==> config.mk <==
export PLATFORM = sky130hd
export DESIGN_NAME = ise_sqrt
export DESIGN_NICKNAME = d
export VERILOG_FILES = /design/src/design/ise_pkg.sv /design/src/design/ise_sqrt.sv
export SDC_FILE = /design/constraint.sdc
export NUM_CORES = 2
export LEC_CHECK = 0
export ABC_CLOCK_PERIOD_IN_PS = 4600
export BUFFER_PORTS_ARGS = -buffer_cell sky130_fd_sc_hd__buf_2
export CAP_MARGIN = 25
export CORE_MARGIN = 2
export CORE_UTILIZATION = 45
export DETAILED_ROUTE_END_ITERATION = 12
export SLEW_MARGIN = 25
export SYNTH_ARGS = -nofsm -noshare
export SYNTH_HDL_FRONTEND = slang
export SYNTH_MEMORY_MAX_BITS = 65536
export SYNTH_SLANG_ARGS = --single-unit
==> constraint.sdc <==
create_clock -name clk -period 4.6 [get_ports clk]
set_input_delay 0 -clock clk [delete_from_list [all_inputs] [get_ports clk]]
set_output_delay 0 -clock clk [all_outputs]
set_load 0.1 [all_outputs]
==> src/design/ise_pkg.sv <==
package ise_pkg;

  localparam int FRAC_BITS  = 16;
  localparam int SQRT_LAT   = 32;
  localparam int DIV_LAT    = 32;
  localparam int NORM_SHIFT = 30;
  localparam int CFG_IDX_W  = 3;

  localparam logic [CFG_IDX_W-1:0] REG_COEFF_A     = 3'd0;
  localparam logic [CFG_IDX_W-1:0] REG_COEFF_B     = 3'd1;
  localparam logic [CFG_IDX_W-1:0] REG_COEFF_C     = 3'd2;
  localparam logic [CFG_IDX_W-1:0] REG_PERTURB_TOL = 3'd3;

  typedef struct packed {
    logic signed [31:0] x_coord;
    logic signed [31:0] y_coord;
    logic signed [31:0] z_coord;
  } in_req_t;

  typedef struct packed {
    logic signed [47:0] surface_value;
    logic signed [47:0] perturbed_value;
    logic signed [31:0] grad_x;
    logic signed [31:0] grad_y;
    logic signed [31:0] grad_z;
    logic signed [31:0] normal_x;
    logic signed [31:0] normal_y;
    logic signed [31:0] normal_z;
    logic               on_axis;
    logic               zero_gradient;
    logic               saturated;
  } out_res_t;

  function automatic logic [31:0] mag32(input logic signed [31:0] v);
    return v[31] ? (~v + 32'd1) : v;
  endfunction

  function automatic logic hit32(input logic signed [35:0] v);
    return v[35:31] != {5{v[31]}};
  endfunction

  function automatic logic signed [31:0] sat32(input logic signed [35:0] v);
    if (hit32(v)) begin
      return v[35] ? 32'sh8000_0000 : 32'sh7fff_ffff;
    end
    return v[31:0];
  endfunction

  function automatic logic hit48(input logic signed [67:0] v);
    return v[67:47] != {21{v[47]}};
  endfunction

  function automatic logic signed [47:0] sat48(input logic signed [67:0] v);
    if (hit48(v)) begin
      return v[67] ? 48'sh8000_0000_0000 : 48'sh7fff_ffff_ffff;
    end
    return v[47:0];
  endfunction

endpackage

==> src/design/ise_sqrt.sv <==
module ise_sqrt import ise_pkg::*; (
  input  logic        clk,
  input  logic        rst_n,
  input  logic        in_valid,
  input  logic [63:0] radicand,
  output logic        out_valid,
  output logic [31:0] root
);

  logic [63:0] n_r   [SQRT_LAT];
  logic [63:0] res_r [SQRT_LAT];
  logic        v_r   [SQRT_LAT];

  for (genvar k = 0; k < SQRT_LAT; k++) begin : g_stage
    localparam logic [63:0] BIT = 64'd1 << (62 - 2 * k);
    logic [63:0] n_in, res_in, n_nxt, res_nxt;
    logic        v_in;
    logic [64:0] trial;

    if (k == 0) begin : g_first
      assign n_in   = radicand;
      assign res_in = '0;
      assign v_in   = in_valid;
    end else begin : g_next
      assign n_in   = n_r[k-1];
      assign res_in = res_r[k-1];
      assign v_in   = v_r[k-1];
    end

    always_comb begin
      trial = {1'b0, res_in} + {1'b0, BIT};
      if ({1'b0, n_in} >= trial) begin
        n_nxt   = n_in - trial[63:0];
        res_nxt = (res_in >> 1) + BIT;
      end else begin
        n_nxt   = n_in;
        res_nxt = res_in >> 1;
      end
    end

    always_ff @(posedge clk) begin
      if (!rst_n) begin
        v_r[k] <= 1'b0;
      end else begin
        v_r[k] <= v_in;
      end
      n_r[k]   <= n_nxt;
      res_r[k] <= res_nxt;
    end
  end

  assign out_valid = v_r[SQRT_LAT-1];
  assign root      = res_r[SQRT_LAT-1][31:0];

endmodule

* Word-level counts from Yosys, hierarchy flattened
Memories as Yosys holds them, arrays and structs flattened.
Index checks and enable logic that the tools add are counted.
** Word-level totals
- Word-level logic and storage cells :: 259
- Latch bits :: 0
- Output and inout bits :: 33
- Input port bits :: 67
- Memories kept :: 3
- Memory bits (read-only) :: 0
- Flip-flop bits (word level) :: 0
- RAM bits :: 4128
** Cells by class
- Mux-type cells :: 98
- Reduce and logical (&&, ||, !) cells :: 0
- Shift operators :: 0
- $lt $le $gt $ge :: 32
- Add/sub/neg operators :: 94
- Div/mod/pow operators :: 0
- Bitwise operators :: 32
- Multipliers :: 0
- Eq/ne operators :: 0
** Memories
- n_r :: words 32, bits a word 64, rd ports 31, clocked after memory_dff 0, wr ports 32, RTL line ise_sqrt.sv:10 : logic [63:0] n_r [SQRT_LAT];
- res_r :: words 32, bits a word 64, rd ports 32, clocked after memory_dff 0, wr ports 32, RTL line ise_sqrt.sv:11 : logic [63:0] res_r [SQRT_LAT];
- v_r :: words 32, bits a word 1, rd ports 32, clocked after memory_dff 0, wr ports 32, RTL line ise_sqrt.sv:12 : logic v_r [SQRT_LAT];
** Operator list (number)
- $mux W64 :: 63
- $ge A64 B65 Y1 :: 31
- $sub A64 B64 Y64 :: 31
- $add A64 B1 Y65 const B :: 1
- $add A64 B11 Y65 const B :: 1
- $add A64 B13 Y65 const B :: 1
- $add A64 B15 Y65 const B :: 1
- $add A64 B17 Y65 const B :: 1
- $add A64 B19 Y65 const B :: 1
- $add A64 B21 Y65 const B :: 1
- $add A64 B23 Y65 const B :: 1
- $add A64 B25 Y65 const B :: 1
- $add A64 B27 Y65 const B :: 1
- $add A64 B29 Y65 const B :: 1
- $add A64 B3 Y65 const B :: 1
- $add A64 B31 Y65 const B :: 1
- $add A64 B33 Y65 const B :: 1
- $add A64 B35 Y65 const B :: 1
- $add A64 B37 Y65 const B :: 1
- $add A64 B39 Y65 const B :: 1
- $add A64 B41 Y65 const B :: 1
- $add A64 B43 Y65 const B :: 1
- $add A64 B45 Y65 const B :: 1
- $add A64 B47 Y65 const B :: 1
- 46 further kinds :: 110

* Longest topological paths before layout
An unclocked memory read counts as a cell.
- Word-level depth :: 4
- Depth in mapped cells :: 16
- Gate-level depth less buffers :: 15

* Worst setup path after synthesis
No wires, ideal clock.
- Path kind :: register to register
- Start point :: memory res_r[29][18], in the netlist res_r[1][850]
- End point :: memory n_r[30][50], in the netlist n_r[1][946]
- Library setup time :: 0.119 ns
- Buffers on the path :: 2
- Setup slack :: 1.161 ns
- Required time :: 4.481 ns
- Clock period less this slack :: 3.439 ns
- Stages on the path, launching flop included :: 15
- Data arrival time :: 3.321 ns
- Cells stage by stage :: dfxtp_1 inv_1 ha_1 clkbuf_1 nand4_1 nand2b_1 or4_1 o31ai_1 a211oi_1 o21a_1 clkbuf_1 a211oi_1 a21boi_1 nand4b_1 xnor2_1
** RTL lines (RTL line)
- start, declared :: ise_sqrt.sv:11
- end, declared :: ise_sqrt.sv:10

==> run metrics <==
initial antenna violation count 12; IO buf count 99; final setup fails 0; CTS Buf Count 287; worst-path maximum fanout 16; CTS HTree Levels 5; leakage power 50.5 nW; aggregate negative setup slack 0 ps; area delta synth->final 15.5%; Vias/cell 5.31; Iter 0 DRT Violations 4,697; Setup Crit Path Kind flop to flop; CTS Buffer Depth 4; Final min period 4210 ps; first-pass GRT wire length 390,000 um; Antenna Violating Nets Remaining 0; filler-free cell count of the finished design 13.1k; PD cells 649 nW/um^2; Reg2Reg Launch Point res_r[1][93]; hold path startpoint rst_n; Ports 100; routed vias 69.3k; Slew Viols, Final 0; post-synthesis sequential area ratio 0.530; CP most frequent cell o21ai_0; Root Buffer clkbuf_16; vias in the first global route 69.1k; DRC 0; drt total wl 252,000 um; Setup Buffers After CTS 0; CP Capture Type flop; post-DP HPWL 195,000 um; fmax 237 MHz; Mapped Area 96,100 sq um; Period Utilization, post-route 0.916; Synth warnings 0; die width 466 um; Total Routing Usage GR 0.227; Die Ht 466 um; Hold Path Class input port to flop; Avg Inst Size Synth 9.99 sq um; Fillers 18.7k; Mapped Nets 10.2k; number of synthesized flops with an enable pin 0; Least-Margin Pin Slew 1010 ps; Final Util 0.523; Initial Utilization 0.453; Clock Latency Late Sink 920 ps; status complete, no violations; number of synthesized register bits 2,544; max incr delay on CP 570 ps; die area 217,000 sq um; # rows 169; crit path launch type flop; asr flop ratio synth 0; headroom to the max-slew limit 0.317; post-synth cell types 94; CP Data Arrival Time 4950 ps; CP Launch Point res_r[1][93]; wire per inst 19.3 um; power consumption 0.0721 W; Nets 10.7k; final count of hold timing violations 0; CP bufs+invs 3; drt pass-1 iters 6; clock slew at reported path FFs 60 ps; DP Cell Count 12.4k; Cell Chain, Critical Path inv_1 > ha_1 > o21ai_0 > a22oi_1 > buf_4 > a2111oi_1 > o31ai_1 > a41oi_1 > o21ai_0 > nor2_1 > clkinvlp_4 > mux2_2; delay-heaviest family, CP compound AO/OA/AOI/OAI gates; worst path required time 5340 ps; largest net degree at the start of global routing 56; max_cap viols 0; fin worst setup slack 387 ps; final clock skew 75.0 ps; CP max stage cell a2111oi_1; Placement Setup Slack 596 ps; global route total overflow 0; worst vdd ir 491 uV; CTS sink cnt 2,544; Mapped Cells 9,619; clock tree from TritonCTS done; GPL Wtd Cong 0.927; share of cells above drive strength 1 0.0814; Main synth FF type dfxtp_1; Core Area 212,000 sq um
==> through the flow <==
step                      area, sq um  hold slack [ps]
after global placement         100000              118
after detailed placement       100000              118
after floorplan                 96100             27.7
after CTS                      111000             80.5
final                          111000              140
after global routing           111000              169
==> metal layers <==
metal,wire (um),up-vias,GRT usage
met2,120000,1523,0.387
met3,11000,434,0.0299
met4,6130,0,0.0611
li1,-,34381,-
met5,0,-,0
met1,115000,32990,0.301
==> cells by family (layout without fill, tap and decap cells) <==
family	Yosys count	count (layout)	share of synthesized area
AO/OA/AOI/OAI	1810	1810	0.117
XOR/XNOR	871	871	0.0794
other	0	11	0
adder cells (fa/ha/maj)	558	558	0.0727
flip-flops	2544	2544	0.530
AND/OR/NAND/NOR	2857	2857	0.154
buffers and inverters	862	1476	0.0338
multiplexers	117	117	0.0136
==> registers in the layout, indices dropped and copies added, names as in the netlist <==
register,cells
n_r,1984
v_r,32
res_r,528
==> cell type report <==
cell class | instances | area [sq um] | share of cell area
antenna | 11 | 27.5 | 0.000248
clock buffer | 378 | 8210 | 0.0740
clock inverter | 111 | 1330 | 0.0120
inverter | 681 | 2560 | 0.0231
timing repair inverter | 1 | 7.51 | 0.0000676
tap | 2821 | 3530 | 0.0318
timing repair buffer | 305 | 2400 | 0.0216
sequential | 2544 | 50900 | 0.459
multi-input combinational | 6213 | 42000 | 0.378
==> timing repair <==
| action | 4_1_cts | 5_1_grt |
|---|---|---|
| endpoints found under the setup margin | 0 | 19 |
| endpoints found under the hold margin | 97 | 0 |
| hold buffers | 137 | 0 |
| resized for setup | 0 | 3 |
==> worst min-delay path, delay by kind of cell <==
kind	cells	cell delay [ps]
buffers and inverters	2	790
AND/OR/NAND/NOR	1	190
==> cell usage after synthesis (109+ instances only) <==
cell type  count  area [sq um]
nor3_1       261          1310
a21oi_1      652          3260
nand3_1      162           811
nand4_1      171          1070
o21ai_0      383          1920
ha_1         558          6980
a21o_1       256          1920
nor4_1       335          2100
inv_1        679          2550
xnor2_1      490          4290
xor2_1       381          3340
nor2_1       649          2440
nand2_1      591          2220
or3_1        109           682
dfxtp_1     2544         50900
clkbuf_1     149           559
==> final timing paths <==
path	cells past startpoint	slack, ps	to
max	12	390	n_r[1][158]
min	3	140	v_r[0][5]
max reg2reg	12	390	n_r[1][158]
min reg2reg	0	310	n_r[1][337]
==> layout by cell type (no fill, tap or decap), types with 72 or more instances in the layout <==
cell type	n
dfxtp_1	2544
inv_1	678
a21oi_1	651
nor2_1	647
nand2_1	591
ha_1	558
xnor2_1	490
o21ai_0	383
xor2_1	381
nor4_1	335
clkbuf_16	291
nor3_1	261
a21o_1	255
nand4_1	171
nand3_1	162
dlygate4sd3_1	137
or3_1	109
o21a_1	108
mux2_2	107
nand2b_1	106
buf_2	99
nor2b_1	75
or4_1	72
==> where the power goes <==
group | internal (W) | leakage [nW] | switching [W]
Clock | 0.0139 | 4.69 | 0.00884
Combinational | 0.00773 | 24.5 | 0.00998
Sequential | 0.0270 | 21.3 | 0.00457
Total | 0.0487 | 50.5 | 0.0234
Power figures use the tool's default switching activity.
