## src/design/ise_pkg.sv

```systemverilog
package ise_pkg;

  localparam int FRAC_BITS  = 16;
  localparam int SQRT_LAT   = 32;
  localparam int DIV_LAT    = 32;
  localparam int NORM_SHIFT = 30;
  localparam int CFG_IDX_W  = 3;

  localparam logic [CFG_IDX_W-1:0] REG_COEFF_A     = 3'd0;
  localparam logic [CFG_IDX_W-1:0] REG_COEFF_B     = 3'd1;
  localparam logic [CFG_IDX_W-1:0] REG_COEFF_C     = 3'd2;
  localparam logic [CFG_IDX_W-1:0] REG_PERTURB_TOL = 3'd3;

  typedef struct packed {
    logic signed [31:0] x_coord;
    logic signed [31:0] y_coord;
    logic signed [31:0] z_coord;
  } in_req_t;

  typedef struct packed {
    logic signed [47:0] surface_value;
    logic signed [47:0] perturbed_value;
    logic signed [31:0] grad_x;
    logic signed [31:0] grad_y;
    logic signed [31:0] grad_z;
    logic signed [31:0] normal_x;
    logic signed [31:0] normal_y;
    logic signed [31:0] normal_z;
    logic               on_axis;
    logic               zero_gradient;
    logic               saturated;
  } out_res_t;

  function automatic logic [31:0] mag32(input logic signed [31:0] v);
    return v[31] ? (~v + 32'd1) : v;
  endfunction

  function automatic logic hit32(input logic signed [35:0] v);
    return v[35:31] != {5{v[31]}};
  endfunction

  function automatic logic signed [31:0] sat32(input logic signed [35:0] v);
    if (hit32(v)) begin
      return v[35] ? 32'sh8000_0000 : 32'sh7fff_ffff;
    end
    return v[31:0];
  endfunction

  function automatic logic hit48(input logic signed [67:0] v);
    return v[67:47] != {21{v[47]}};
  endfunction

  function automatic logic signed [47:0] sat48(input logic signed [67:0] v);
    if (hit48(v)) begin
      return v[67] ? 48'sh8000_0000_0000 : 48'sh7fff_ffff_ffff;
    end
    return v[47:0];
  endfunction

endpackage

```

## src/design/ise_div.sv

```systemverilog
module ise_div import ise_pkg::*; (
  input  logic        clk,
  input  logic        rst_n,
  input  logic        in_valid,
  input  logic [63:0] dividend,
  input  logic [31:0] divisor,
  output logic        out_valid,
  output logic [31:0] quotient
);

  logic [31:0] rem_r [DIV_LAT];
  logic [31:0] lo_r  [DIV_LAT];
  logic [31:0] q_r   [DIV_LAT];
  logic [31:0] d_r   [DIV_LAT];
  logic        v_r   [DIV_LAT];

  for (genvar k = 0; k < DIV_LAT; k++) begin : g_stage
    logic [31:0] rem_in, lo_in, q_in, d_in, rem_nxt;
    logic        v_in, q_bit;
    logic [32:0] t;

    if (k == 0) begin : g_first
      assign rem_in = dividend[63:32];
      assign lo_in  = dividend[31:0];
      assign q_in   = '0;
      assign d_in   = divisor;
      assign v_in   = in_valid;
    end else begin : g_next
      assign rem_in = rem_r[k-1];
      assign lo_in  = lo_r[k-1];
      assign q_in   = q_r[k-1];
      assign d_in   = d_r[k-1];
      assign v_in   = v_r[k-1];
    end

    always_comb begin
      t = {rem_in, lo_in[31]};
      if (t >= {1'b0, d_in}) begin
        rem_nxt = 32'(t - {1'b0, d_in});
        q_bit   = 1'b1;
      end else begin
        rem_nxt = t[31:0];
        q_bit   = 1'b0;
      end
    end

    always_ff @(posedge clk) begin
      if (!rst_n) begin
        v_r[k] <= 1'b0;
      end else begin
        v_r[k] <= v_in;
      end
      rem_r[k] <= rem_nxt;
      lo_r[k]  <= {lo_in[30:0], 1'b0};
      q_r[k]   <= {q_in[30:0], q_bit};
      d_r[k]   <= d_in;
    end
  end

  assign out_valid = v_r[DIV_LAT-1];
  assign quotient  = q_r[DIV_LAT-1];

endmodule

```

## config.mk

```make
export PLATFORM = sky130hd
export DESIGN_NAME = ise_div
export DESIGN_NICKNAME = d
export VERILOG_FILES = /design/src/design/ise_pkg.sv /design/src/design/ise_div.sv
export SDC_FILE = /design/constraint.sdc
export NUM_CORES = 2
export LEC_CHECK = 0
export ABC_CLOCK_PERIOD_IN_PS = 4300
export BUFFER_PORTS_ARGS = -buffer_cell sky130_fd_sc_hd__clkbuf_2
export CORE_MARGIN = 5
export CORE_UTILIZATION = 65
export CTS_BUF_LIST = sky130_fd_sc_hd__clkbuf_4 sky130_fd_sc_hd__clkbuf_8
export DETAILED_ROUTE_END_ITERATION = 12
export GPL_TIMING_DRIVEN = 0
export HOLD_SLACK_MARGIN = 0.12
export PLACE_DENSITY_LB_ADDON = 0.1
export SKIP_LAST_GASP = 1
export SYNTH_ARGS = -nofsm -noshare
export SYNTH_HDL_FRONTEND = slang
export SYNTH_MEMORY_MAX_BITS = 65536
export SYNTH_SLANG_ARGS = --single-unit
```

## constraint.sdc

```tcl
create_clock -name clk -period 4.3 [get_ports clk]
set_input_delay 1.075 -clock clk [delete_from_list [all_inputs] [get_ports clk]]
set_output_delay 1.075 -clock clk [all_outputs]
set_load 0.1 [all_outputs]
```

Word-level counts from Yosys, hierarchy flattened:

Memories as Yosys holds them, arrays and structs flattened.
Index checks and enable logic that the tools add are counted.

* register bits: 0
* input port bits: 99
* memories kept: 5
* memory bits (writable): 4096
* logic and storage cells: 199
* output and inout port bits: 33

* order comparisons: 32
* muxes and demuxes: 98
* bitwise operators: 32
* add/subtract/negate cells: 32

Memory list
* d_r: depth 32, bits a word 32, rd ports 31, clocked after memory_dff 0, wr ports 32, line ise_div.sv:14 `logic [31:0] d_r [DIV_LAT];`
* q_r: depth 32, bits a word 32, rd ports 32, clocked after memory_dff 0, wr ports 32, line ise_div.sv:13 `logic [31:0] q_r [DIV_LAT];`
* rem_r: depth 32, bits a word 32, rd ports 31, clocked after memory_dff 0, wr ports 32, line ise_div.sv:11 `logic [31:0] rem_r [DIV_LAT];`
* lo_r: depth 32, bits a word 31, rd ports 31, clocked after memory_dff 0, wr ports 32, line ise_div.sv:12 `logic [31:0] lo_r [DIV_LAT];`
* v_r: depth 32, bits a word 1, rd ports 32, clocked after memory_dff 0, wr ports 32, line ise_div.sv:15 `logic v_r [DIV_LAT];`

Operator list (number)
* $ge A33 B32 Y1: 32
* $mux W32: 32
* $sub A32 B32 Y32: 32
* $mux W1: 66
* $or A1 B1 Y1: 32

Logic depth before layout (Yosys ltp):

An unclocked memory read counts as a cell.

* depth after elaboration: 3
* gate-level depth with buffers: 16
* gate-level depth less buffers: 14

Worst setup path after synthesis:

No wires, ideal clock.

* kind: input-to-reg
* start point: in divisor[3]
* end point: mem rem_r[0][0]
* setup slack: 0.661 ns
* buffers on the path: 1
* data required time: 4.172 ns
* library setup time: 0.128 ns
* arrival: 3.511 ns
* stages on the path: 13
* cells stage by stage: inv_1 ha_1 a21o_1 a21oi_1 a21boi_0 o2111ai_1 a31oi_1 and4b_1 o2111ai_1 a2bb2oi_1 o22ai_1 clkbuf_1 o21ai_0

RTL lines
* from (decl): line ise_div.sv:6 `input logic [31:0] divisor,`
* to (decl): line ise_div.sv:11

==> key figures <==
Final layout
  – Register Area: between 60000 and 70000 sq um
  – Final cell count without fillers: approximately 16000
  – Footprint of the multi-input gates: 58200 sq um
  – Fill count: about 14000
  – Layout area overhead: 12.1%
  – Nets@finish: 14600
  – Share of cells above drive strength 1: 11.0%

Floorplan
  – Die height: 448 microns
  – DIE WIDTH: 448 microns
  – I/O pin count: around 130
  – Core area: 192000 sq um
  – Die Area: 201000 sq um
  – Starting Density: 65.1%
  – FP Rows: 161

Run status
  – Status: finished, final reports clean

Power and ir drop
  – Power Density: slightly above 900 nW/um^2
  – Peak supply drop: 517 uV
  – Leakage: ~66 nW

Yosys
  – Post-synthesis sequential area ratio: 48.7%
  – Syn nets: 14000
  – Prevailing post-synth register cell: dfxtp_1
  – YS warnings: 0
  – Netlist cell types: 95
  – Post-synth EDFFs: 0
  – Syn Std Cell Area: around 120000 sq um
  – #FFs+latches synth: 3040
  – Avg Inst Size Synth: 9.75 sq um
  – Async S/R FF share, synth: 0%
  – Post-Syn Instances: 12800

Critical path
  – Critical Path End Type: register
  – Crit path max fanout: 10
  – Data arrival time of the critical path: roughly 5 ns
  – CP startpoint: d_r[1][35]
  – WS Path Type: reg -> reg
  – Worst setup SP type: register
  – Req. time, crit path: ~5.3 ns
  – Reg2reg start: d_r[1][35]

Clocking
  – Cts bufs inserted: 457
  – Reg clk slew, reported paths: 0.07 ns
  – Later-pin clock latency in the skew report: between 1 and 1.5 ns
  – CTS root buf: clkbuf_8
  – CTS tree: done
  – CTS Buffer Depth: 4
  – CTS H-tree lvls: 5
  – Clk sink count: 3040

Global routing
  – Vias in the first global route: roughly 93000
  – Global-route wire length before repair: 483 mm
  – All-Layer GR Usage: about 30%
  – Largest net degree at the start of global routing: 20
  – Initial antenna violation count: 14
  – Total grt overflow: 0

STA
  – Setup_tns: 0 ns
  – # setup viols final: 0
  – Least-Margin Pin Slew: 1.33 ns
  – Final hold vios: 0
  – Clk_skew: between 0.1 and 0.15 ns
  – Fmax: 0.242 GHz
  – Post-layout min period: 4.13 ns
  – RSZ-0062 raised after global routing: false
  – Slew HR: 10.9%
  – Slew Limit Fails: 0
  – Period utilization: 96.1%

Place
  – GP Congestion: approximately 0.96
  – # port buffers: 131
  – Dpl hpwl: 234 mm
  – Dpl cells: 15500

Drt
  – Post-route ant nets: 0
  – First DRT Iteration DRCs: 7228
  – Vias per cell: 5.69
  – DR WL/cell: 18.8 microns
  – Via Count: slightly above 90000
  – Total wire length after detailed routing: slightly above 300 mm
  – DR pass1 iterations: 8
  – DRC violations left: 0

Flow run
  – Max cap viols: 0

Hold path
  – Hold wc startpoint: dividend[57]
  – Min-delay worst type: in -> reg
## cells in the mapped netlist (30+ instances only)
master | instances | area share (%)
dfxtp_1 | 3040 | 49
inv_1 | 1294 | 3.9
ha_1 | 1024 | 10
a21oi_1 | 969 | 3.9
nand2_1 | 941 | 2.8
o21ai_0 | 890 | 3.6
nor2_1 | 592 | 1.8
a21o_1 | 531 | 3.2
xnor2_1 | 506 | 3.5
mux2_2 | 343 | 3.1
xor2_1 | 338 | 2.4
clkbuf_1 | 223 | 0.67
nand3_1 | 189 | 0.76
nor2b_1 | 164 | 0.82
nand4_1 | 155 | 0.78
nand2b_1 | 144 | 0.72
nor3_1 | 127 | 0.51
o21a_1 | 127 | 0.76
o21bai_1 | 123 | 0.74
a31oi_1 | 99 | 0.50
and3_1 | 86 | 0.43
o31ai_1 | 76 | 0.46
and2_1 | 71 | 0.36
a21boi_0 | 50 | 0.30
a211oi_1 | 45 | 0.27
nor4_1 | 36 | 0.18
o211ai_1 | 34 | 0.20
fa_1 | 31 | 0.50
or2_2 | 31 | 0.16
buf_2 | 30 | 0.12
mux2i_1 | 30 | 0.24
## per-stage QoR
stage	power (W)	utilization [%]	hold WS, ns	cell area, sq um	setup WS, ns
after detailed placement	0.0998	67.1	0.312	129000	-0.640
after global routing	0.135	73.0	0.161	140000	0.00160
after global placement	0.0984	67.1	0.309	129000	-0.723
after CTS	0.126	72.8	0.120	140000	0.0212
final	0.127	73.0	0.233	140000	0.167
after floorplan	0.0846	-	0.310	125000	0.661
## what timing repair did
item                                    in CTS  in global routing
hold buffers                                64                  0
pin swaps                                    1                  3
gates resized for setup                     14                 76
endpoints found under the setup margin     112                548
setup buffers                                4                  7
endpoints found under the hold margin       64                  0
## cell type report
class                   count  area share [%]
diodes                      8          0.0143
plain buffers             282           0.876
clock buffers             693            6.28
clock inverters           119            1.08
inverters                1294            3.47
multi-input cells        8201            41.6
flip-flops and latches   3040            43.5
well taps                2526            2.26
repair buffers            206           0.984
## kinds of logic (layout without fill, tap and decap cells)
family,Yosys count,count (layout),synth area share (%)
mux,400,400,3.63
buf+inv,1579,2594,4.84
fa+ha+maj,1055,1055,10.7
other cells,0,8,0
simple gates,2645,2645,10.0
xor+xnor,844,844,5.92
compound gates,3257,3257,16.2
flops,3040,3040,48.7
## state kept, by name, summed over array words and instances, names as in the netlist
signal,cells
lo_r,496
q_r,528
v_r,32
rem_r,992
d_r,992
## worst max-delay path, cell delays in order (launching register included)
cell and delay (ns):
dfxtp_1 0.36, inv_1 0.06, ha_1 0.35, nand3_1 0.22, o221a_2 0.36, or3b_2 0.47
a21boi_1 0.30, o31ai_2 0.17, o21ai_1 0.30, o21ai_0 0.15, nand2_1 0.09, a211o_1 0.12
buf_2 0.23, buf_2 0.41, mux2_2 0.41
## cell usage in the layout (no fill, tap or decap), types with 30 or more instances in the layout
cell type      instances
nor2_1               592
and3_1                86
clkbuf_4             121
inv_1               1294
mux2i_1               30
o21ai_0              887
o21a_1               127
buf_2                 30
nand2_1              940
a21boi_0              50
clkbuf_1             194
o211ai_1              34
mux2_2               343
xor2_1               338
o21bai_1             122
ha_1                1024
clkbuf_8             574
a21o_1               531
or2_2                 31
a21oi_1              961
xnor2_1              506
fa_1                  31
dlygate4sd3_1         64
clkinv_2              62
clkbuf_2             160
bufinv_16             33
nor3_1               127
nand2b_1             144
and2_1                71
nor4_1                36
nand3_1              189
dfxtp_1             3040
a31oi_1               98
a211oi_1              45
o31ai_1               73
nor2b_1              164
nand4_1              155
## path summary, 6_finish.rpt
path	cells past startpoint	to	slack, ns
worst max-delay path	14	rem_r[2][92]	0.17
worst min-delay path	3	rem_r[0][26]	0.23
worst max register to register	14	rem_r[2][92]	0.17
worst min register to register	0	q_r[0][65]	0.26
## report_power, final
part	leakage [nW]	total [W]	internal, W	switching (W)
Sequential	25.6	0.0418	0.0369	0.00486
Combinational	34.7	0.0595	0.0250	0.0345
Clock	5.43	0.0258	0.0150	0.0108
## layer usage
metal  share of wire [%]  routed length [microns]  track usage, %  up-vias
met2                  49                   151000            52.6     3211
met5               0.011                       34               0        -
met1                  41                   126000            36.4    43800
met4                 3.9                    12000            11.7        6
met3                 6.1                    18600            4.69      846
li1                    -                        -               -    45300
No activity file was read; power rests on OpenSTA's default activity.
